--- src/rtl/core/vtpg_pkg.sv ---
`default_nettype none
// ----------------------------------------------------------------------------
// vtpg_pkg
// Shared types and constants of the video test pattern generator.
// ----------------------------------------------------------------------------
package vtpg_pkg;

  localparam int MAX_SIDE_DEF = 4096;
  // Quotient bits of the pipelined dividers; every numerator fits 20 bits.
  localparam int DIV_NW = 20;

  localparam int TILE_SIDE     = 24;
  localparam int BORDER_PERIOD = 36;
  localparam int BORDER_MIN    = 6;
  localparam int ALPHA_BASE    = 96;
  localparam int BOX_MIN       = 24;
  localparam int MOVE_STEP_X   = 11;
  localparam int MOVE_STEP_Y   = 7;

  // Reciprocals for the constant divisions: a 12-bit x over 24 is
  // (x * TILE_RECIP) >> 16, a 16-bit f over 24 is (f * FRAME_TILE_RECIP) >> 20
  // and a 16-bit f over 36 is (f * BORDER_RECIP) >> 21, exact over those ranges.
  localparam int TILE_RECIP       = 2731;
  localparam int FRAME_TILE_RECIP = 43691;
  localparam int BORDER_RECIP     = 58255;

  localparam logic [31:0] FIRST_COLOR_RST  = 32'hCC20A0FF;
  localparam logic [31:0] SECOND_COLOR_RST = 32'hCCFFB020;
  localparam logic [12:0] FRAME_WIDTH_RST  = 13'd240;
  localparam logic [12:0] FRAME_HEIGHT_RST = 13'd160;

  localparam int CFG_IDX_W  = 3;
  localparam int CFG_DATA_W = 32;

  typedef enum logic [CFG_IDX_W-1:0] {
    REG_PATTERN_MODE = 3'd0,
    REG_FIRST_COLOR  = 3'd1,
    REG_SECOND_COLOR = 3'd2,
    REG_FRAME_WIDTH  = 3'd3,
    REG_FRAME_HEIGHT = 3'd4
  } reg_idx_t;

  typedef enum logic [2:0] {
    MODE_CHECKER  = 3'd0,
    MODE_SOLID    = 3'd1,
    MODE_BORDER   = 3'd2,
    MODE_GRADIENT = 3'd3,
    MODE_MOVE     = 3'd4
  } mode_t;

endpackage
`default_nettype wire

--- src/rtl/core/vtpg_shade.sv ---
`default_nettype none
// ----------------------------------------------------------------------------
// vtpg_shade
// Final pattern selection from the pixel and the divider results.
// ----------------------------------------------------------------------------
module vtpg_shade #(
  parameter int SW = 13
) (
  input  wire vtpg_pkg::mode_t mode_i,
  input  wire logic [31:0]     first_color_i,
  input  wire logic [31:0]     second_color_i,
  input  wire logic [SW-1:0]   w_i,
  input  wire logic [SW-1:0]   h_i,
  input  wire logic [SW-1:0]   bw_i,
  input  wire logic [SW-1:0]   bh_i,
  input  wire logic [11:0]     x_i,
  input  wire logic [11:0]     y_i,
  input  wire logic [15:0]     f_i,
  input  wire logic            qx_lsb_i,
  input  wire logic [SW-1:0]   rx_i,
  input  wire logic            qy_lsb_i,
  input  wire logic [SW-1:0]   ry_i,
  input  wire logic [SW-1:0]   rf_tile_i,
  input  wire logic [SW-1:0]   rf_border_i,
  input  wire logic [7:0]      red_i,
  input  wire logic [7:0]      green_i,
  input  wire logic [SW-1:0]   box_x_i,
  input  wire logic [SW-1:0]   box_y_i,
  output logic      [31:0]     argb_o
);

  localparam int CW = ((SW > 12) ? SW : 12) + 1;

  logic [5:0]    sum_x, sum_y;
  logic          tile;
  logic [6:0]    band;
  logic          on_border;
  logic [6:0]    a7;
  logic [7:0]    alpha, blue;
  logic          in_box;
  logic [CW-1:0] xe, ye, we, he, be, x0e, y0e;

  always_comb begin
    xe  = CW'(x_i);
    ye  = CW'(y_i);
    we  = CW'(w_i);
    he  = CW'(h_i);
    x0e = CW'(box_x_i);
    y0e = CW'(box_y_i);

    // Shifting by the tile phase moves a pixel into the next tile when the
    // remainder plus the phase wraps past the tile side.
    sum_x = 6'(rx_i) + 6'(rf_tile_i);
    sum_y = 6'(ry_i) + 6'(rf_tile_i);
    tile  = qx_lsb_i ^ qy_lsb_i ^ (sum_x >= 6'(vtpg_pkg::TILE_SIDE))
          ^ (sum_y >= 6'(vtpg_pkg::TILE_SIDE));

    band = 7'(vtpg_pkg::BORDER_MIN) + 7'(rf_border_i);
    be   = CW'(band);
    on_border = (xe < be) || ((xe + be) >= we) || (ye < be) || ((ye + be) >= he);

    a7    = 7'(x_i[6:0] + 7'(3 * f_i[6:0]));
    alpha = 8'(vtpg_pkg::ALPHA_BASE) + {1'b0, a7};
    blue  = 8'(x_i[7:0] + y_i[7:0] + {f_i[4:0], 3'b000});

    in_box = (xe >= x0e) && (xe < x0e + CW'(bw_i)) && (ye >= y0e)
          && (ye < y0e + CW'(bh_i)) && (xe < we) && (ye < he);

    case (mode_i)
      vtpg_pkg::MODE_SOLID:    argb_o = first_color_i;
      vtpg_pkg::MODE_BORDER:   argb_o = on_border ? second_color_i : first_color_i;
      vtpg_pkg::MODE_GRADIENT: argb_o = {alpha, red_i, green_i, blue};
      vtpg_pkg::MODE_MOVE:     argb_o = in_box ? second_color_i : first_color_i;
      default:                 argb_o = tile ? first_color_i : second_color_i;
    endcase
  end

endmodule
`default_nettype wire

--- config.mk ---
export PLATFORM = sky130hd
export DESIGN_NAME = vtpg_shade
export DESIGN_NICKNAME = d
export VERILOG_FILES = /design/src/rtl/core/vtpg_pkg.sv /design/src/rtl/core/vtpg_shade.sv
export SDC_FILE = /design/constraint.sdc
export NUM_CORES = 1
export LEC_CHECK = 0
export ABC_AREA = 1
export BUFFER_PORTS_ARGS = -buffer_cell sky130_fd_sc_hd__buf_2
export CELL_PAD_IN_SITES_DETAIL_PLACEMENT = 0
export CELL_PAD_IN_SITES_GLOBAL_PLACEMENT = 1
export CORE_MARGIN = 2
export CORE_UTILIZATION = 39
export DETAILED_ROUTE_END_ITERATION = 10
export GPL_TIMING_DRIVEN = 1
export PLACE_DENSITY_LB_ADDON = 0.1
export SETUP_SLACK_MARGIN = 0.5
export SLEW_MARGIN = 20
export SYNTH_ARGS = -nofsm -noshare
export SYNTH_HDL_FRONTEND = slang
export SYNTH_SLANG_ARGS = --single-unit
--- constraint.sdc ---
create_clock -name vclk -period 11.05
set_input_delay 2.21 -clock vclk [all_inputs]
set_output_delay 2.21 -clock vclk [all_outputs]
set_load 0.01 [all_outputs]
# After elaboration in Yosys (flattened, before gate mapping)
# Cells that the tools add are included.
[word_totals] latchBits=0 mem_count=0 in_bits=255 mem_bits_rw=0 elab_cells=43 reg_bits=0 romBits=0
[op_classes] div=0 n_addsub=11 shifts=0 bitwise_logic=3 multipliers=1 mux=4 eq_ne=4 reduce_logical=8 magnitude_cmp=12
[op_table] operator="32-bit case mux with 4 select lines" n=1
[op_table] operator="32-bit two-way mux" n=3
[op_table] operator="13-bit by 13-bit adder with 14-bit output" n=2
[op_table] operator="12-bit by 14-bit < comparator with 1-bit output" n=2
[op_table] operator="12-bit by 7-bit adder with 13-bit output" n=2
[op_table] operator="12-bit by 13-bit greater-or-equal comparator with 1-bit output" n=2
[op_table] operator="13-bit greater-or-equal comparator" n=2
[op_table] operator="12-bit by 13-bit < comparator with 1-bit output" n=2
[op_table] operator="12-bit by 7-bit < comparator with 1-bit output" n=2
[op_table] operator="8-bit adder" n=2
[op_table] operator="6-bit adder" n=2
[op_table] operator="6-bit by 5-bit greater-or-equal comparator with 1-bit output, second input constant" n=2
[op_table] operator="7-bit by 7-bit adder with 8-bit output, first input constant" n=1
[op_table] operator="3-bit by 7-bit adder with 7-bit output, first input constant" n=1
[op_table] operator="7-bit adder" n=1
[op_table] operator="2-bit by 7-bit multiplier with 7-bit output, first input constant" n=1
[op_table] operator="3-bit by 2-bit == test with 1-bit output, second input constant" n=2
[op_table] operator="1-bit logical AND" n=5
[op_table] operator="3-bit by 1-bit == test with 1-bit output, second input constant" n=1
[op_table] operator="3-bit == test, second input constant" n=1
[op_table] operator="1-bit logical OR" n=3
[op_table] operator="1-bit bitwise XOR" n=3

# Depth between registers and ports, before layout
# Gate-level depths: netlist of the first run.
[logic_depth] word_depth=9 depth_mapped=27

# Least setup slack after synthesis of the first run
# Ideal clock, no wire load.
[synth_path] kind="input -> output" from="in rf_border_i[1]" to="out argb_o[12]" stages=24 setup_slack_ps=3221 t_arrival_ps=5619 required_ps=8840 cell_sequence="inv_1 -> ha_1 -> xnor2_1 -> ha_1 -> nand2_1 -> o21ai_0 -> a21oi_1 -> o21bai_1 -> nand2_1 -> a21oi_1 -> nand2_1 -> nor3b_1 -> ha_1 -> a21oi_1 -> o21ai_0 -> a21oi_1 -> nand2_1 -> nor2_2 -> buf_1 -> nand4_1 -> nand3_1 -> nand2_1 -> inv_1 -> nand3_1"
[synth_via] elab_chain_cells=8 word_cells_on_any_way=12
[synth_lines] element="start: declaration" line="vtpg_shade.sv:24" source="input wire logic [SW-1:0] rf_border_i,"
[synth_lines] element="3-bit by 7-bit adder with 7-bit output *" line="vtpg_shade.sv:58" source="band = 7'(vtpg_pkg::BORDER_MIN) + 7'(rf_border_i);"
[synth_lines] element="12-bit by 7-bit adder with 13-bit output" line="vtpg_shade.sv:60" source="on_border = (xe < be) || ((xe + be) >= we) || (ye < be) || ((ye + be) >= he);"
[synth_lines] element="13-bit greater-or-equal comparator" line="vtpg_shade.sv:60"
[synth_lines] element="1-bit logical OR (2 in series)" line="vtpg_shade.sv:60"
[synth_lines] element="1-bit logical OR *" line="vtpg_shade.sv:60"
[synth_lines] element="32-bit two-way mux *" line="vtpg_shade.sv:71" source="vtpg_pkg::MODE_BORDER: argb_o = on_border ? second_color_i : first_color_i;"
[synth_lines] element="32-bit case mux with 4 select lines *" line="vtpg_shade.sv:69" source="case (mode_i)"
[synth_lines] element="end: declaration" line="vtpg_shade.sv:29" source="output logic [31:0] argb_o"
# Mark *: on every way between the ends. The rest lies on a longest branch, timed or not.

# Final worst setup path of the first run
[layout_path] from="in rf_border_i[1]" to="out argb_o[13]"
# Same word-level chain as after synthesis.

==> results.cfg, run 1 <==
[power]
total_power_mw = 0.666
power.density_nw_per_um2 = 66.9
p_leak_nw = 5.78
irDropWorstVdd_uv = 32.1

[yosys]
yosys_warnings = 0
synth_top_area_share_pct = 26.0
synth_cells = 1419
synth_most_common_cell = nand2_1
yosys-top-cells-count = 317 x nand2_1, 246 x inv_1, 190 x nand3_1
syn-num-nets = 1868
synth_largest_area_cell = ha_1
synth.area.top_cells = ha_1 26%, nand2_1 14%, nand3_1 11%, inv_1 11%, a21oi_1 5.3%
ys_types = 49
synth_seq_area_share_pct = 0
syn_avg_cell_area_um2 = 6.01
syn_area_um2 = 8530

[place]
port_buffers = 251
dp_slack_ns = 1.49
gp_congestion = 0.814
hpwl_um = 22000

[timing]
holdWs_ns = 4.83
relSlewSlack_pct = 42.4
hold_viol_final = 0
layout_setup_ws_ns = 1.53
period_share_pct = 86.2
tightest_slew_ns = 0.861
rsz0062_at_grt = no
drv_slew = 0
fin_crit_ns = 9.52
clock.fmax_ghz = 0.105
tns_ns = 0
setup_viol = 0

[floorplanning]
initial_core_util_pct = 39.5
dieWidth_um = 152
rows = 54
die_h_um = 152
io_pins = 287
die-area_um2 = 23100
core_um2 = 21600

[cells_and_area]
n_sequential_cell = 0
drive_gt1_share_pct = 18.9
n_clock_buffer = 0
layout.area.seq_um2 = 0
final_nets = 2089
fillCellCount = 2424
syn_to_final_growth_pct = 16.6

[routing]
routedWlPerCell_um = 14.2
drt_first_iter_violations = 486
routed_via_density = 5.05
routed_wl_um = 27200
drtPass1Iterations = 5
vias = 9693
drtAntennaViolNets = 0
drcViolationCount = 0

[critical_path]
critPathKind = in2out
start_kind = input port
path_buf_inv = 5
cp_data_arrival_time_ns = 7.31
critical_path.top_delay_family = simple AND/OR/NAND/NOR gates
cp-end-kind = output port
path_max_fanout = 33
cpMostUsedCell = nand2_1
slowest_delay_ns = 0.70
cpMaxStageDelayCell = nand3_2
required_ns = 8.84

[clock_tree]
cts_setup_buffers = 0
cts_resized = 0
ctsHoldBuffers = 0

[global_route]
antenna_found_initial = 1
grt_pass1_vias = 9284
grt_pass1_wl_um = 45300
grt_max_degree = 34
met1_usage_pct = 31.6
use_met3_pct = 0.941
grt.total_usage_pct = 22.9
met2_usage_pct = 41.3
overflow = 0
grt-busiest-layer = met2

[run_status]
outcome = finished, final reports clean

[min_path]
hp-class = in2out

[run]
cap_violations = 0
where the power goes:
group          switching, mW  leakage [nW]  internal, mW
registers                  0             0             0
clock network              0    0.00000634  0.0000000121
logic                  0.410          5.78         0.255
total                  0.410          5.78         0.255
stage by stage:
| stage | utilization (%) | std cells | instance area [um2] |
|---|---|---|---|
| floorplan | - | 1419 | 8530 |
| global placement | 46.0 | 1918 | 9940 |
| detailed placement | 46.0 | 1918 | 9940 |
| CTS | 46.0 | 1918 | 9940 |
| global route | 46.0 | 1919 | 9950 |
| finish | 46.0 | 1919 | 9950 |
path summary, 6_finish.rpt:
path,endpoint,depth (start not counted),slack [ns],start
min,argb_o[12],6,4.83,green_i[4]
max,argb_o[13],27,1.53,rf_border_i[1]
cell families after synthesis:
logic type,share of synthesized area (%)
buffers and inverters,14.8
AO/OA/AOI/OAI,12.0
AND/OR/NAND/NOR,36.9
adder cells (fa/ha/maj),30.0
XOR/XNOR,6.25
layout by cell type, fill, tap and decap left out, types with 14 or more instances in the layout:
cell / netlist / routed
nand2_1: 317 / 317
buf_2: 10 / 251
inv_1: 246 / 246
nand3_1: 190 / 190
ha_1: 177 / 177
a21oi_1: 90 / 90
nand4_1: 54 / 54
nor2_1: 55 / 53
xor2_1: 41 / 41
o21ai_0: 26 / 26
a22oi_1: 22 / 22
xnor2_1: 18 / 18
clkinv_1: 17 / 17
fa_1: 17 / 17
nand2_2: 14 / 14
layout make-up:
type	instances	area [um2]	area share (%)
inverters	266	998	10.0
multi-input cells	1113	7280	73.2
well taps	280	350	3.52
repair buffers	259	1320	13.2
diodes	1	2.50	0.0252
routing by layer:
metal  share of wire (%)  vias to the layer above
met5                   0                        -
met4                0.59                        0
met3                 4.3                       12
met2                  48                      253
met1                  47                     4289
li1                    -                     5139
Note: power is estimated with default switching activity, not from simulation.
==> inputs of run 2 (changes only) <==
Settings changed: PLACE_DENSITY_LB_ADDON 0.1 to 0.3.
==> results.cfg, run 2 (synthesized netlist as in run 1, its figures left out) <==
[global_route]
grt_max_degree = 34
overflow = 0
grt_pass1_vias = 9520
grt.total_usage_pct = 22.7
grt_pass1_wl_um = 45100
antenna_found_initial = 2

[routing]
routedWlPerCell_um = 14.2
vias = 9841
wl_met1_um = 12300
dr.max_layer_used = met4
drtAntennaViolNets = 0
drtPass1Iterations = 5
drt_first_iter_violations = 470
routed_via_density = 5.12
routed-wl-met2_um = 13000
wl_met3_um = 1530
routed_wl_um = 27300
drcViolationCount = 0

[critical_path]
cpMaxStageDelayCell = nand3_2
slowest_delay_ns = 0.73
cp_data_arrival_time_ns = 7.32
cp-end-kind = output port
path_max_fanout = 33
cpMostUsedCell = nand2_1
required_ns = 8.84
start_kind = input port
critPathKind = in2out

[cells_and_area]
n_sequential_cell = 0
syn_to_final_growth_pct = 16.7
finalNonFillerCells = 1921
drive_gt1_share_pct = 19.0
multi_input_area_um2 = 7280
final_common_cell = nand2_1
n_clock_buffer = 0
fillCellCount = 2423
layout.area.seq_um2 = 0
final_nets = 2090
final_cell_mix = 317 x nand2_1, 251 x buf_2, 246 x inv_1
final_core_util_pct = 46.1

[timing]
hold_viol_final = 0
setup_viol = 0
rsz0062_at_grt = no
drv_slew = 0
relSlewSlack_pct = 40.8
fin_crit_ns = 9.53
holdWs_ns = 4.83
clock.fmax_ghz = 0.105
period_share_pct = 86.2
tns_ns = 0
tightest_slew_ns = 0.886

[power]
power.density_nw_per_um2 = 66.8
p_leak_nw = 5.79
irDropWorstVdd_uv = 51.2
total_power_mw = 0.665

[place]
gp_congestion = 0.848
dpl.cell_count = 1919
port_buffers = 251
hpwl_um = 22200

[floorplanning]
die-area_um2 = 23100
rows = 54
initial_core_util_pct = 39.5
io_pins = 287
dieWidth_um = 152
die_h_um = 152
core_um2 = 21600

[clock_tree]
cts_setup_buffers = 0
ctsHoldBuffers = 0
cts_resized = 0

[run]
cap_violations = 0

[min_path]
hp-class = in2out

[run_status]
outcome = finished, final reports clean
## run 2: layout make-up
cell class,count,share of cell area [%]
tap,280,3.52
timing repair buffer,260,13.3
inverter,266,10.0
multi-input combinational,1113,73.1
antenna,2,0.0503
## run 2: worst paths after layout
check                      start  slack [ns]  cells after the start    endpoint
setup / recovery  rf_border_i[1]        1.52                     28  argb_o[17]
hold / removal          red_i[5]        4.83                      6  argb_o[21]
## run 2: critical path, delay by kind of cell
family | cells | cell delay, ns
compound gates | 5 | 0.83
fa+ha+maj | 3 | 0.85
xor+xnor | 2 | 0.41
simple gates | 11 | 1.90
buf+inv | 7 | 1.07
## run 2: layer usage
layer	GRT usage, %	vias up
met5	0	-
met4	5.16	0
met3	1.74	32
met2	40.4	309
met1	29.8	4370
li1	-	5130
## run 2: power by group
group / total [mW] / internal, mW / switching, mW
Clock: 0.0000000243 / 0.0000000242 / 0
Combinational: 0.665 / 0.255 / 0.410
Sequential: 0 / 0 / 0
Total: 0.665 / 0.255 / 0.410
## run 2: stage by stage
step / cell area [um2] / setup slack [ns]
after floorplan: 8530 / 3.22
after global placement: 9950 / 1.52
after detailed placement: 9950 / 1.57
after CTS: 9950 / 1.55
after global routing: 9960 / 0.947
final: 9960 / 1.52
