--- src/rtl/core/vtpg_pkg.sv ---
`default_nettype none
// ----------------------------------------------------------------------------
// vtpg_pkg
// Shared types and constants of the video test pattern generator.
// ----------------------------------------------------------------------------
package vtpg_pkg;

  localparam int MAX_SIDE_DEF = 4096;
  // Quotient bits of the pipelined dividers; every numerator fits 20 bits.
  localparam int DIV_NW = 20;

  localparam int TILE_SIDE     = 24;
  localparam int BORDER_PERIOD = 36;
  localparam int BORDER_MIN    = 6;
  localparam int ALPHA_BASE    = 96;
  localparam int BOX_MIN       = 24;
  localparam int MOVE_STEP_X   = 11;
  localparam int MOVE_STEP_Y   = 7;

  // Reciprocals for the constant divisions: a 12-bit x over 24 is
  // (x * TILE_RECIP) >> 16, a 16-bit f over 24 is (f * FRAME_TILE_RECIP) >> 20
  // and a 16-bit f over 36 is (f * BORDER_RECIP) >> 21, exact over those ranges.
  localparam int TILE_RECIP       = 2731;
  localparam int FRAME_TILE_RECIP = 43691;
  localparam int BORDER_RECIP     = 58255;

  localparam logic [31:0] FIRST_COLOR_RST  = 32'hCC20A0FF;
  localparam logic [31:0] SECOND_COLOR_RST = 32'hCCFFB020;
  localparam logic [12:0] FRAME_WIDTH_RST  = 13'd240;
  localparam logic [12:0] FRAME_HEIGHT_RST = 13'd160;

  localparam int CFG_IDX_W  = 3;
  localparam int CFG_DATA_W = 32;

  typedef enum logic [CFG_IDX_W-1:0] {
    REG_PATTERN_MODE = 3'd0,
    REG_FIRST_COLOR  = 3'd1,
    REG_SECOND_COLOR = 3'd2,
    REG_FRAME_WIDTH  = 3'd3,
    REG_FRAME_HEIGHT = 3'd4
  } reg_idx_t;

  typedef enum logic [2:0] {
    MODE_CHECKER  = 3'd0,
    MODE_SOLID    = 3'd1,
    MODE_BORDER   = 3'd2,
    MODE_GRADIENT = 3'd3,
    MODE_MOVE     = 3'd4
  } mode_t;

endpackage
`default_nettype wire

--- src/rtl/core/vtpg_div.sv ---
`default_nettype none
// ----------------------------------------------------------------------------
// vtpg_div
// Restoring divider, one quotient bit per pipeline stage.
// ----------------------------------------------------------------------------
module vtpg_div #(
  parameter int NW = vtpg_pkg::DIV_NW,
  parameter int DW = 13
) (
  input  wire logic          clk,
  input  wire logic          en,
  input  wire logic [NW-1:0] num_i,
  input  wire logic [DW-1:0] den_i,
  output logic      [NW-1:0] quo_o,
  output logic      [DW-1:0] rem_o
);

  logic [DW-1:0] rem_r   [NW];
  logic [NW-1:0] num_r   [NW];
  logic [NW-1:0] quo_r   [NW];
  logic [DW-1:0] rem_nxt [NW];
  logic [NW-1:0] num_nxt [NW];
  logic [NW-1:0] quo_nxt [NW];
  logic [DW:0]   trial   [NW];
  logic [DW-1:0] rem_in  [NW];
  logic [NW-1:0] num_in  [NW];
  logic [NW-1:0] quo_in  [NW];
  logic          ge      [NW];

  always_comb begin
    for (int k = 0; k < NW; k++) begin
      rem_in[k] = (k == 0) ? '0 : rem_r[(k == 0) ? 0 : k-1];
      num_in[k] = (k == 0) ? num_i : num_r[(k == 0) ? 0 : k-1];
      quo_in[k] = (k == 0) ? '0 : quo_r[(k == 0) ? 0 : k-1];
      trial[k]  = {rem_in[k], num_in[k][NW-1]};
      ge[k]     = trial[k] >= {1'b0, den_i};
      rem_nxt[k] = ge[k] ? DW'(trial[k] - {1'b0, den_i}) : trial[k][DW-1:0];
      num_nxt[k] = {num_in[k][NW-2:0], 1'b0};
      quo_nxt[k] = {quo_in[k][NW-2:0], ge[k]};
    end
  end

  always_ff @(posedge clk) begin
    if (en) begin
      for (int k = 0; k < NW; k++) begin
        rem_r[k] <= rem_nxt[k];
        num_r[k] <= num_nxt[k];
        quo_r[k] <= quo_nxt[k];
      end
    end
  end

  assign quo_o = quo_r[NW-1];
  assign rem_o = rem_r[NW-1];

endmodule
`default_nettype wire

--- config.mk ---
export PLATFORM = sky130hd
export DESIGN_NAME = vtpg_div
export DESIGN_NICKNAME = d
export VERILOG_FILES = /design/src/rtl/core/vtpg_pkg.sv /design/src/rtl/core/vtpg_div.sv
export SDC_FILE = /design/constraint.sdc
export NUM_CORES = 1
export LEC_CHECK = 0
export ABC_AREA = 1
export BUFFER_PORTS_ARGS = -buffer_cell sky130_fd_sc_hd__buf_2
export CORE_ASPECT_RATIO = 2
export CORE_MARGIN = 4
export CORE_UTILIZATION = 38
export CTS_CLUSTER_DIAMETER = 80
export DETAILED_ROUTE_END_ITERATION = 12
export MAX_ROUTING_LAYER = met4
export PLACE_DENSITY = 0.63
export SLEW_MARGIN = 30
export SYNTH_ARGS = -nofsm -noshare
export SYNTH_HDL_FRONTEND = slang
export SYNTH_SLANG_ARGS = --single-unit
export TNS_END_PERCENT = 100
--- constraint.sdc ---
create_clock -name clk -period 2.7 [get_ports clk]
set_input_delay 0.135 -clock clk [delete_from_list [all_inputs] [get_ports clk]]
set_output_delay 0.135 -clock clk [all_outputs]
set_load 0.05 [all_outputs]
== Yosys cells after proc, flatten, opt, wreduce, memory -nomap -nowiden ==
Memory sizes are Yosys's and may differ from the RTL's.
Cells that the tools add are included.

* Bits in registers: 0
* RAM bits: 1040
* Bits of input ports: 35
* Output and inout bits: 33
* Logic and storage cells: 65
* Memories kept: 3

* $add $sub $neg: 20
* Order comparisons: 20
* Multiplexer cells: 22

{| class="wikitable"
|+ Memory list
! name !! words !! width !! rd ports !! clocked after memory_dff !! wr ports !! line !! source
|-
| quo_r || 20 || 20 || 20 || 0 || 20 || vtpg_div.sv:20 || <nowiki>logic [NW-1:0] quo_r [NW];</nowiki>
|-
| num_r || 20 || 19 || 19 || 0 || 20 || vtpg_div.sv:19 || <nowiki>logic [NW-1:0] num_r [NW];</nowiki>
|-
| rem_r || 20 || 13 || 20 || 0 || 20 || vtpg_div.sv:18 || <nowiki>logic [DW-1:0] rem_r [NW];</nowiki>
|}

{| class="wikitable"
|+ Operator list
! cell !! count
|-
| 14-bit by 13-bit greater-or-equal comparator with 1-bit output || 19
|-
| 13-bit 2-to-1 mux || 20
|-
| 13-bit subtractor || 19
|-
| 1-bit by 13-bit greater-or-equal comparator with 1-bit output || 1
|-
| 1-bit by 13-bit subtractor with 13-bit output || 1
|-
| 1-bit 2-to-1 mux || 2
|}

== Logic depth before layout (Yosys ltp) ==
Gate-level depths: netlist of the first run.
An unclocked memory read counts as a cell.

* Word-level depth: 3
* Mapped depth: 12
* Depth with buffers taken out: 11

== Worst setup path after synthesis of the first run ==
Ideal clock, no wire load.

* Kind: input-to-reg
* Start: input den_i[9]
* End: memory rem_r[9][7] (netlist: rem_r[2][20]), data pin
* Setup time: 0.253 ns
* Arrival time: 1.769 ns
* Data required time: 2.447 ns
* Slack: 0.679 ns
* Stages: 11
* Cell sequence: inv_1 -> ha_1 -> nand2_2 -> inv_2 -> nand2_1 -> nand2_2 -> a21oi_4 -> nand3_4 -> buf_12 -> nand2_2 -> o21ai_2

{| class="wikitable"
|+ RTL lines
! item !! line !! source
|-
| start, declared || vtpg_div.sv:13 || <nowiki>input wire logic [DW-1:0] den_i,</nowiki>
|-
| end, declared || vtpg_div.sv:18 ||
|}

==> summary.log, run 1 <==
qor: outcome.outcome finished clean
qor: sta.final-setup-viol-count 0
qor: critical_path.reg2reg_depth 7
qor: route.detail_route.drc_violations 0
qor: route.detailedRoute.firstIterationViolations 1,511
qor: critical_path.timing.critical_path.required 3.10 ns
qor: sta.worst_slew_pin_slew 0.6587 ns
qor: finish.drive_gt1_frac 0.1237
qor: power_and_ir_drop.leakage 21.63 nW
qor: floorplan.ios 68
qor: floorplan.core 105,900 um2
qor: grt.total_congestion_overflow 0
qor: route.drt_first_pass_iters 8
qor: logic_synthesis.postSynth.asyncResetShare 0
qor: power_and_ir_drop.vdd_ir_drop_max 0.5300 mV
qor: sta.hold_viol 0
qor: logic_synthesis.total_of_flip_flops_plus_latches_after_synthesis 660
qor: flow_run.cap_violations 0
qor: logic_synthesis.ys_seq_area_frac 0.4898
qor: clock_tree.tritoncts yes
qor: critical_path.crit-reg2reg-launch rem_r[3][40]$_DFFE_PP_
qor: logic_synthesis.synth_largest_area_cell sky130_fd_sc_hd__edfxtp_1
qor: clock_tree.clk_path_buf_depth 3
qor: floorplan.die-width 238.7 um
qor: critical_path.critical_path_arrival 2.94 ns
qor: critical_path.r2r-end rem_r[4][3]$_DFFE_PP_
qor: logic_synthesis.synthCells 4,495
qor: floorplan.floorplan.die.height 469.5 um
qor: sta.layout_worst_path_cycle_share 0.9421
qor: floorplan.num_rows 169
qor: grt.groute.usage.overall 0.1905
qor: placement.pre_cts_ws 0.1300 ns
qor: logic_synthesis.synthesis.area 40,470 um2
qor: sta.timing.fmax 0.3931 GHz
qor: sta.setup_repair_after_global_routing_missed_its_margin false
qor: grt.grt_antenna_before_repair 0
qor: logic_synthesis.synth_enable_flop_cells 660
qor: logic_synthesis.synth_cell_type_count 39
qor: placement.place.gp.congestion 0.9530
qor: clock_tree.clk_root_buffer_cell sky130_fd_sc_hd__clkbuf_16
qor: sta.fin_skew 0.02749 ns
qor: critical_path.worst_setup_path_endpoint rem_r[4][3]$_DFFE_PP_
qor: finish.post-route-util 0.4287
qor: placement.dpl.hpwl 79,910 um
qor: sta.final.min_clock_period 2.544 ns
qor: finish.final_nets 4,974
qor: critical_path.critical_path.startpoint_type flop
qor: finish.filler_cell_count 10,290
qor: clock_tree.clk_transition_reported_paths 0.06 ns
qor: critical_path.critical_path.top_delay_family simple AND/OR/NAND/NOR gates
qor: critical_path.cp.depth 7
qor: logic_synthesis.netlist.area_leader.share 0.4898
qor: floorplan.dieArea 112,100 um2
qor: grt.grt_start_max_net_pins 92
qor: logic_synthesis.ys_top_cells_by_count sky130_fd_sc_hd__nand2_1, sky130_fd_sc_hd__inv_1, sky130_fd_sc_hd__edfxtp_1
qor: grt.grt_pass1_wl 160,700 um
qor: logic_synthesis.yosys_warning_total 0
qor: critical_path.worstSetupStartpoint rem_r[3][40]$_DFFE_PP_
qor: critical_path.path_class reg -> reg
qor: grt.first_global_vias 30,830
qor: route.post_drt_wl_per_cell 17.30 um
qor: critical_path.rrSetupSlack 0.16 ns
qor: floorplan.floorplan.initialDensity 0.3820
qor: finish.flow.area_growth_from_synthesis 12.24%
qor: clock_tree.postCtsResizedCells 0
qor: finish.fin_area 45,420 um2
qor: placement.placedInstanceArea 42,950 um2
qor: logic_synthesis.mappedNetlistNets 4,798
qor: critical_path.critical_path_cell_by_cell ha_1, nand2_1, nor3_1, nand2_2, nand3_2, buf_12, o21ai_1
qor: clock_tree.cts_htree_levels 3
qor: power_and_ir_drop.powerDensity 1074 nW/um2
qor: critical_path.worstPathMaxFanout 20
qor: logic_synthesis.synthesis.area_per_instance 9.002 um2
qor: route.dr_total_vias 30,010
qor: logic_synthesis.leading_cell_types_by_total_area_after_synthesis sky130_fd_sc_hd__edfxtp_1, sky130_fd_sc_hd__nand2_1, sky130_fd_sc_hd__inv_1, sky130_fd_sc_hd__ha_1, sky130_fd_sc_hd__nand4_1
qor: critical_path.worstPathBufferInverterCount 1
qor: route.routed_via_density 4.929
qor: placement.number_of_buffer_cells_added_on_primary_ports 67
qor: critical_path.max_stage_delay 0.58 ns
qor: route.postRouteAntennaNets 0
qor: logic_synthesis.synthMostInstantiatedCell sky130_fd_sc_hd__nand2_1
qor: critical_path.endpoint_kind flop
qor: route.drt_wirelength 105,300 um
qor: worst_hold_path.holdCritPathClass in -> reg
qor: sta.timing.setup.tns 0 ns
qor: logic_synthesis.ys_dominant_reg_cell sky130_fd_sc_hd__edfxtp_1
qor: sta.setup_slack 0.1564 ns
qor: clock_tree.clock_latency 0.66 ns
qor: clock_tree.tritoncts_num_sinks 660
qor: critical_path.crit_path_top_delay_cell sky130_fd_sc_hd__nor3_1
qor: sta.worst_slew_margin_rel 0.5575
qor: sta.timing_max_transition_violations_final 0
qor: finish.diodes 0
qor: clock_tree.cts_buffers 67
worst min-delay path, delay by kind of cell:
| family | cells | cell delay, ns |
|---|---|---|
| AOI/OAI and AO/OA | 1 | 0.12 |
| xor gates and xnor gates | 1 | 0.19 |
| buffers and inverters | 1 | 0.11 |
| and+or+nand+nor | 1 | 0.06 |
state kept, by name, summed over array words and instances, names as in the netlist:
name / cells
rem_r: 260
num_r: 190
quo_r: 210
kinds of logic (layout without fill, tap and decap cells):
logic type | Yosys count | in the layout | share of synthesized area
AND/OR/NAND/NOR | 2298 | 2298 | 0.2660
buffers and inverters | 919 | 1144 | 0.09409
flip-flops | 660 | 660 | 0.4898
adder cells (fa/ha/maj) | 268 | 268 | 0.08639
AO/OA/AOI/OAI | 228 | 228 | 0.03735
XOR/XNOR | 122 | 122 | 0.02641
report_power, final:
| part | switching (mW) | internal [mW] | leakage, nW | total, mW |
|---|---|---|---|---|
| logic | 15.0 | 7.84 | 14.1 | 22.8 |
| registers | 1.59 | 14.8 | 6.46 | 16.4 |
| clock network | 4.19 | 5.44 | 1.08 | 9.63 |
| total | 20.7 | 28.1 | 21.6 | 48.8 |
stage by stage:
step	instances	hold slack, ns	total power [mW]
3_5_place_dp	5947	0.3134	39.22
3_3_place_gp	5947	0.3124	38.91
6_report	6088	0.06831	48.80
4_1_cts	6088	0.01199	49.12
2_1_floorplan	4495	0.2339	33.44
5_1_grt	6088	0.07782	52.35
final cells by class:
type,count,area [um2],share of cell area
Tap cell,1368,1712,0.03768
Multi-Input combinational cell,2916,16840,0.3707
Clock inverter,43,506.7,0.01116
Inverter,866,3252,0.07160
Sequential cell,660,19820,0.4364
Clock buffer,75,1728,0.03804
Timing Repair Buffer,160,1564,0.03443
layer usage:
layer,vias to the layer above,share of wire,global-route usage
met1,13920,0.33,0.1628
met5,-,0,-
met2,658,0.55,0.3647
met3,417,0.032,0.02736
li1,15010,-,-
met4,0,0.090,0.1399
cell usage in the layout (no fill, tap or decap), drive strengths merged:
master	count
buf	137
nor4	3
a21oi	100
nor3	5
and2	5
xor2	103
a21boi	1
inv	868
edfxtp	660
ha	249
fa	19
dlygate4sd3	23
nor2	207
clkbuf	75
nand4	212
o21ai	127
xnor2	19
clkinvlp	4
bufinv	8
nand2	1533
clkinv	29
nand3	333
how the worst min path moves through the flow:
stage | endpoint | startpoint | cells past startpoint
after floorplan | num_r[0][0]$_DFFE_PP_ | num_i[0] | 0
after global placement | num_r[0][4]$_DFFE_PP_ | num_i[4] | 1
after detailed placement | num_r[0][6]$_DFFE_PP_ | num_i[6] | 1
after CTS | rem_r[0][9]$_SDFFCE_PN0P_ | den_i[4] | 4
after global routing | rem_r[0][7]$_SDFFCE_PN0P_ | den_i[4] | 4
final | rem_r[0][7]$_SDFFCE_PN0P_ | den_i[4] | 4
repair_timing:
item	4_1_cts	5_1_grt
hold endpoints to repair	64	0
hold buffers	23	0
buffers inserted	0	0
Power figures use the tool's default switching activity.
==> run 2: changes to the inputs <==
--- a/config.mk
+++ b/config.mk
@@ -12,8 +12,8 @@
 export CORE_UTILIZATION = 38
 export CTS_CLUSTER_DIAMETER = 80
 export DETAILED_ROUTE_END_ITERATION = 12
+export GPL_TIMING_DRIVEN = 0
 export MAX_ROUTING_LAYER = met4
-export PLACE_DENSITY = 0.63
 export SLEW_MARGIN = 30
 export SYNTH_ARGS = -nofsm -noshare
 export SYNTH_HDL_FRONTEND = slang
==> run 2 against run 1 <==
Effect of this change:
- worst hold slack better by 0.022 ns
- fmax is 1.1% higher
- sequential power hardly changed
- clock skew fell by 0.0065 ns
- design area fell by 0.19%
- via count is 1.1% lower
- count of clock-buffer cells in the layout increased by 9
- routed wire length shrank 2.0%
- first-iteration DRC count fell by 18%
- non-clock buffer count grew 1
- largest cell class unchanged
- largest power group unchanged
==> summary.log, run 2 (synthesis results as in run 1) <==
qor: power_and_ir_drop.clockPowerShare 0.190 [was 0.197]
qor: worst_hold_path.min_to rem_r[0][12]$_SDFFCE_PN0P_ [was rem_r[0][7]$_SDFFCE_PN0P_]
qor: route.detail_route.drc_violations 0 [unchanged]
qor: placement.dp_cells 5,948 [was 5,947]
qor: finish.commonest_non_fill_non_tap_cell_in_the_layout sky130_fd_sc_hd__nand2_1 [unchanged]
qor: route.drt_first_pass_iters 7 [was 8]
qor: placement.number_of_buffer_cells_added_on_primary_ports 67 [unchanged]
qor: clock_tree.clk_transition_reported_paths 0.06 ns [about the same]
qor: placement.dpl.hpwl 78,250 um [was 79,910 um]
qor: sta.timing.setup.tns 0 ns [unchanged]
qor: floorplan.dieArea 112,100 um2 [unchanged]
qor: placement.place.gp.congestion 0.9456 [was 0.9530]
qor: critical_path.crit-reg2reg-launch rem_r[3][45]$_DFFE_PP_ [was rem_r[3][40]$_DFFE_PP_]
qor: floorplan.floorplan.initialDensity 0.3820 [unchanged]
qor: grt.first_global_vias 29,960 [was 30,830]
qor: finish.final_nets 4,977 [was 4,974]
qor: finish.multi_input_comb_area 16,840 um2 [unchanged]
qor: floorplan.core 105,900 um2 [unchanged]
qor: finish.seqCellArea 19,820 um2 [unchanged]
qor: clock_tree.postCtsResizedCells 0 [unchanged]
qor: sta.fin_skew 0.02100 ns [was 0.02749 ns]
qor: finish.top_register rem_r [unchanged]
qor: worst_hold_path.holdCritPathClass in -> reg [unchanged]
qor: sta.setup_slack 0.1847 ns [was 0.1564 ns]
qor: finish.post-route-util 0.4279 [was 0.4287]
qor: critical_path.path_class in -> reg [was reg -> reg]
qor: finish.mostFrequentLayoutCells sky130_fd_sc_hd__nand2_1, sky130_fd_sc_hd__inv_1, sky130_fd_sc_hd__edfxtp_1, sky130_fd_sc_hd__ha_1, sky130_fd_sc_hd__nand3_1 [unchanged]
qor: clock_tree.cts_htree_levels 3 [unchanged]
qor: floorplan.floorplan.die.height 469.5 um [unchanged]
qor: finish.post_layout_nonfiller_instances 6,092 [was 6,088]
qor: finish.top_regs rem_r x260, quo_r x210, num_r x190 [unchanged]
qor: finish.flow.area_growth_from_synthesis 12.03% [was 12.24%]
qor: finish.max_reg_flops 260 [unchanged]
qor: grt.grt_start_max_net_pins 92 [unchanged]
qor: critical_path.r2r-end rem_r[4][4]$_DFFE_PP_ [was rem_r[4][3]$_DFFE_PP_]
qor: clock_tree.tritoncts_num_sinks 660 [unchanged]
qor: critical_path.critical_path_arrival 2.90 ns [was 2.94 ns]
qor: floorplan.die-width 238.7 um [unchanged]
qor: power_and_ir_drop.power.internal 28.03 mW [was 28.05 mW]
qor: outcome.outcome finished clean [unchanged]
qor: power_and_ir_drop.leakage 21.58 nW [was 21.63 nW]
qor: worst_hold_path.worst_hold_launch den_i[7] [was den_i[4]]
qor: critical_path.reg2reg_depth 9 [was 7]
qor: route.routed_via_density 4.870 [was 4.929]
qor: clock_tree.clock_latency 0.65 ns [was 0.66 ns]
qor: grt.groute.usage.overall 0.1876 [was 0.1905]
qor: route.drt_wirelength 103,200 um [was 105,300 um]
qor: route.postRouteAntennaNets 0 [unchanged]
qor: power_and_ir_drop.switchingPower 20.66 mW [was 20.74 mW]
qor: floorplan.ios 68 [unchanged]
qor: power_and_ir_drop.powerDensity 1074 nW/um2 [about the same]
qor: power_and_ir_drop.vdd_ir_drop_max 0.5318 mV [was 0.5300 mV]
qor: clock_tree.tritoncts yes [unchanged]
qor: worst_hold_path.min_delay_path_depth 4 [unchanged]
qor: clock_tree.clk_path_buf_depth 3 [unchanged]
qor: sta.timing_max_transition_violations_final 0 [unchanged]
qor: finish.drive_gt1_frac 0.1253 [was 0.1237]
qor: route.detailedRoute.firstIterationViolations 1,237 [was 1,511]
qor: grt.grt_antenna_before_repair 1 [was 0]
qor: critical_path.worstPathMaxFanout 10 [was 20]
qor: clock_tree.cts_buffers 69 [was 67]
qor: grt.grt_pass1_wl 158,400 um [was 160,700 um]
qor: sta.layout_worst_path_cycle_share 0.9316 [was 0.9421]
qor: power_and_ir_drop.combinationalPowerShare 0.478 [was 0.467]
qor: finish.filler_cell_count 10,340 [was 10,290]
qor: flow_run.cap_violations 0 [unchanged]
qor: sta.final.min_clock_period 2.515 ns [was 2.544 ns]
qor: sta.final-setup-viol-count 0 [unchanged]
qor: critical_path.rrSetupSlack 0.31 ns [was 0.16 ns]
qor: critical_path.endpoint_kind flop [unchanged]
qor: sta.hold_viol 0 [unchanged]
qor: grt.total_congestion_overflow 0 [unchanged]
qor: floorplan.num_rows 169 [unchanged]
qor: power_and_ir_drop.swShare 0.4242 [was 0.4251]
qor: critical_path.critical_path.startpoint_type primary input [was flop]
qor: critical_path.timing.critical_path.required 3.08 ns [was 3.10 ns]
qor: finish.diodes 0 [unchanged]
qor: power_and_ir_drop.seqPwrFrac 0.332 [was 0.335]
qor: sta.setup_repair_after_global_routing_missed_its_margin false [unchanged]
qor: critical_path.worstSetupStartpoint den_i[5] [was rem_r[3][40]$_DFFE_PP_]
qor: sta.timing.fmax 0.3976 GHz [was 0.3931 GHz]
qor: route.dr_total_vias 29,670 [was 30,010]
qor: clock_tree.clk_root_buffer_cell sky130_fd_sc_hd__clkbuf_16 [unchanged]
qor: power_and_ir_drop.total_power 48.69 mW [was 48.80 mW]
qor: sta.worst_slew_margin_rel 0.5619 [was 0.5575]
qor: sta.worst_slew_pin_slew 0.6572 ns [was 0.6587 ns]
qor: route.post_drt_wl_per_cell 16.94 um [was 17.30 um]
qor: placement.pre_cts_ws -0.06676 ns [was 0.1300 ns]
-- run 2: worst max path at each step --
stage                                    to  cells past startpoint
floorplan            rem_r[2][20]$_DFFE_PP_                     11
finish                rem_r[2][8]$_DFFE_PP_                     14
CTS                  rem_r[2][18]$_DFFE_PP_                     14
global route          rem_r[2][8]$_DFFE_PP_                     14
global placement    num_r[12][18]$_DFFE_PP_                      1
detailed placement    rem_r[4][4]$_DFFE_PP_                     12
-- run 2: metal layers --
layer,part of all wire,vias up,wire (um),GRT usage
met5,0,-,0,-
met4,0.067,0,6961,0.1086
met3,0.031,294,3198,0.02566
met2,0.57,561,59240,0.3716
met1,0.33,13780,33820,0.1628
li1,-,15040,-,-
-- run 2: layout make-up --
cell class | count | area share
Sequential cell | 660 | 0.4372
Multi-Input combinational cell | 2916 | 0.3714
Inverter | 866 | 0.07201
Clock buffer | 84 | 0.03980
Tap cell | 1368 | 0.03776
Timing Repair Buffer | 108 | 0.02224
Buffer | 53 | 0.01225
Clock inverter | 37 | 0.007341
-- run 2: metrics by stage --
step	hold slack, ns	cell area [um2]
global placement	0.3115	42510
floorplan	0.2339	40470
global route	0.08122	45330
detailed placement	0.3133	42970
finish	0.08986	45330
CTS	0.02046	45330
-- run 2: worst max-delay path, cell delays in order --
cell and delay, ns:
sky130_fd_sc_hd__dlygate4sd3_1 0.53, sky130_fd_sc_hd__buf_2 0.15, sky130_fd_sc_hd__inv_2 0.37, sky130_fd_sc_hd__buf_12 0.25
sky130_fd_sc_hd__ha_1 0.30, sky130_fd_sc_hd__nand2_1 0.12, sky130_fd_sc_hd__inv_1 0.08, sky130_fd_sc_hd__nand2_1 0.09
sky130_fd_sc_hd__nand3_1 0.16, sky130_fd_sc_hd__nand2_2 0.18, sky130_fd_sc_hd__nand3_2 0.14, sky130_fd_sc_hd__buf_6 0.19
sky130_fd_sc_hd__nand2_1 0.07, sky130_fd_sc_hd__nand2_1 0.10
-- run 2: what timing repair did --
item                                   CTS  global route
hold buffers                            23             0
setup buffers                            0             0
endpoints found under the hold margin   86             0
setup endpoints to repair                0             0
-- run 2: power by group through the flow --
stage | registers [mW] | clock network (mW) | logic (mW)
2_1_floorplan | 16.1 | 0 | 17.3
3_3_place_gp | 16.6 | 0 | 22.9
3_5_place_dp | 16.4 | 0 | 23.2
4_1_cts | 16.2 | 9.62 | 23.4
5_1_grt | 16.4 | 10.0 | 26.2
6_report | 16.2 | 9.24 | 23.3
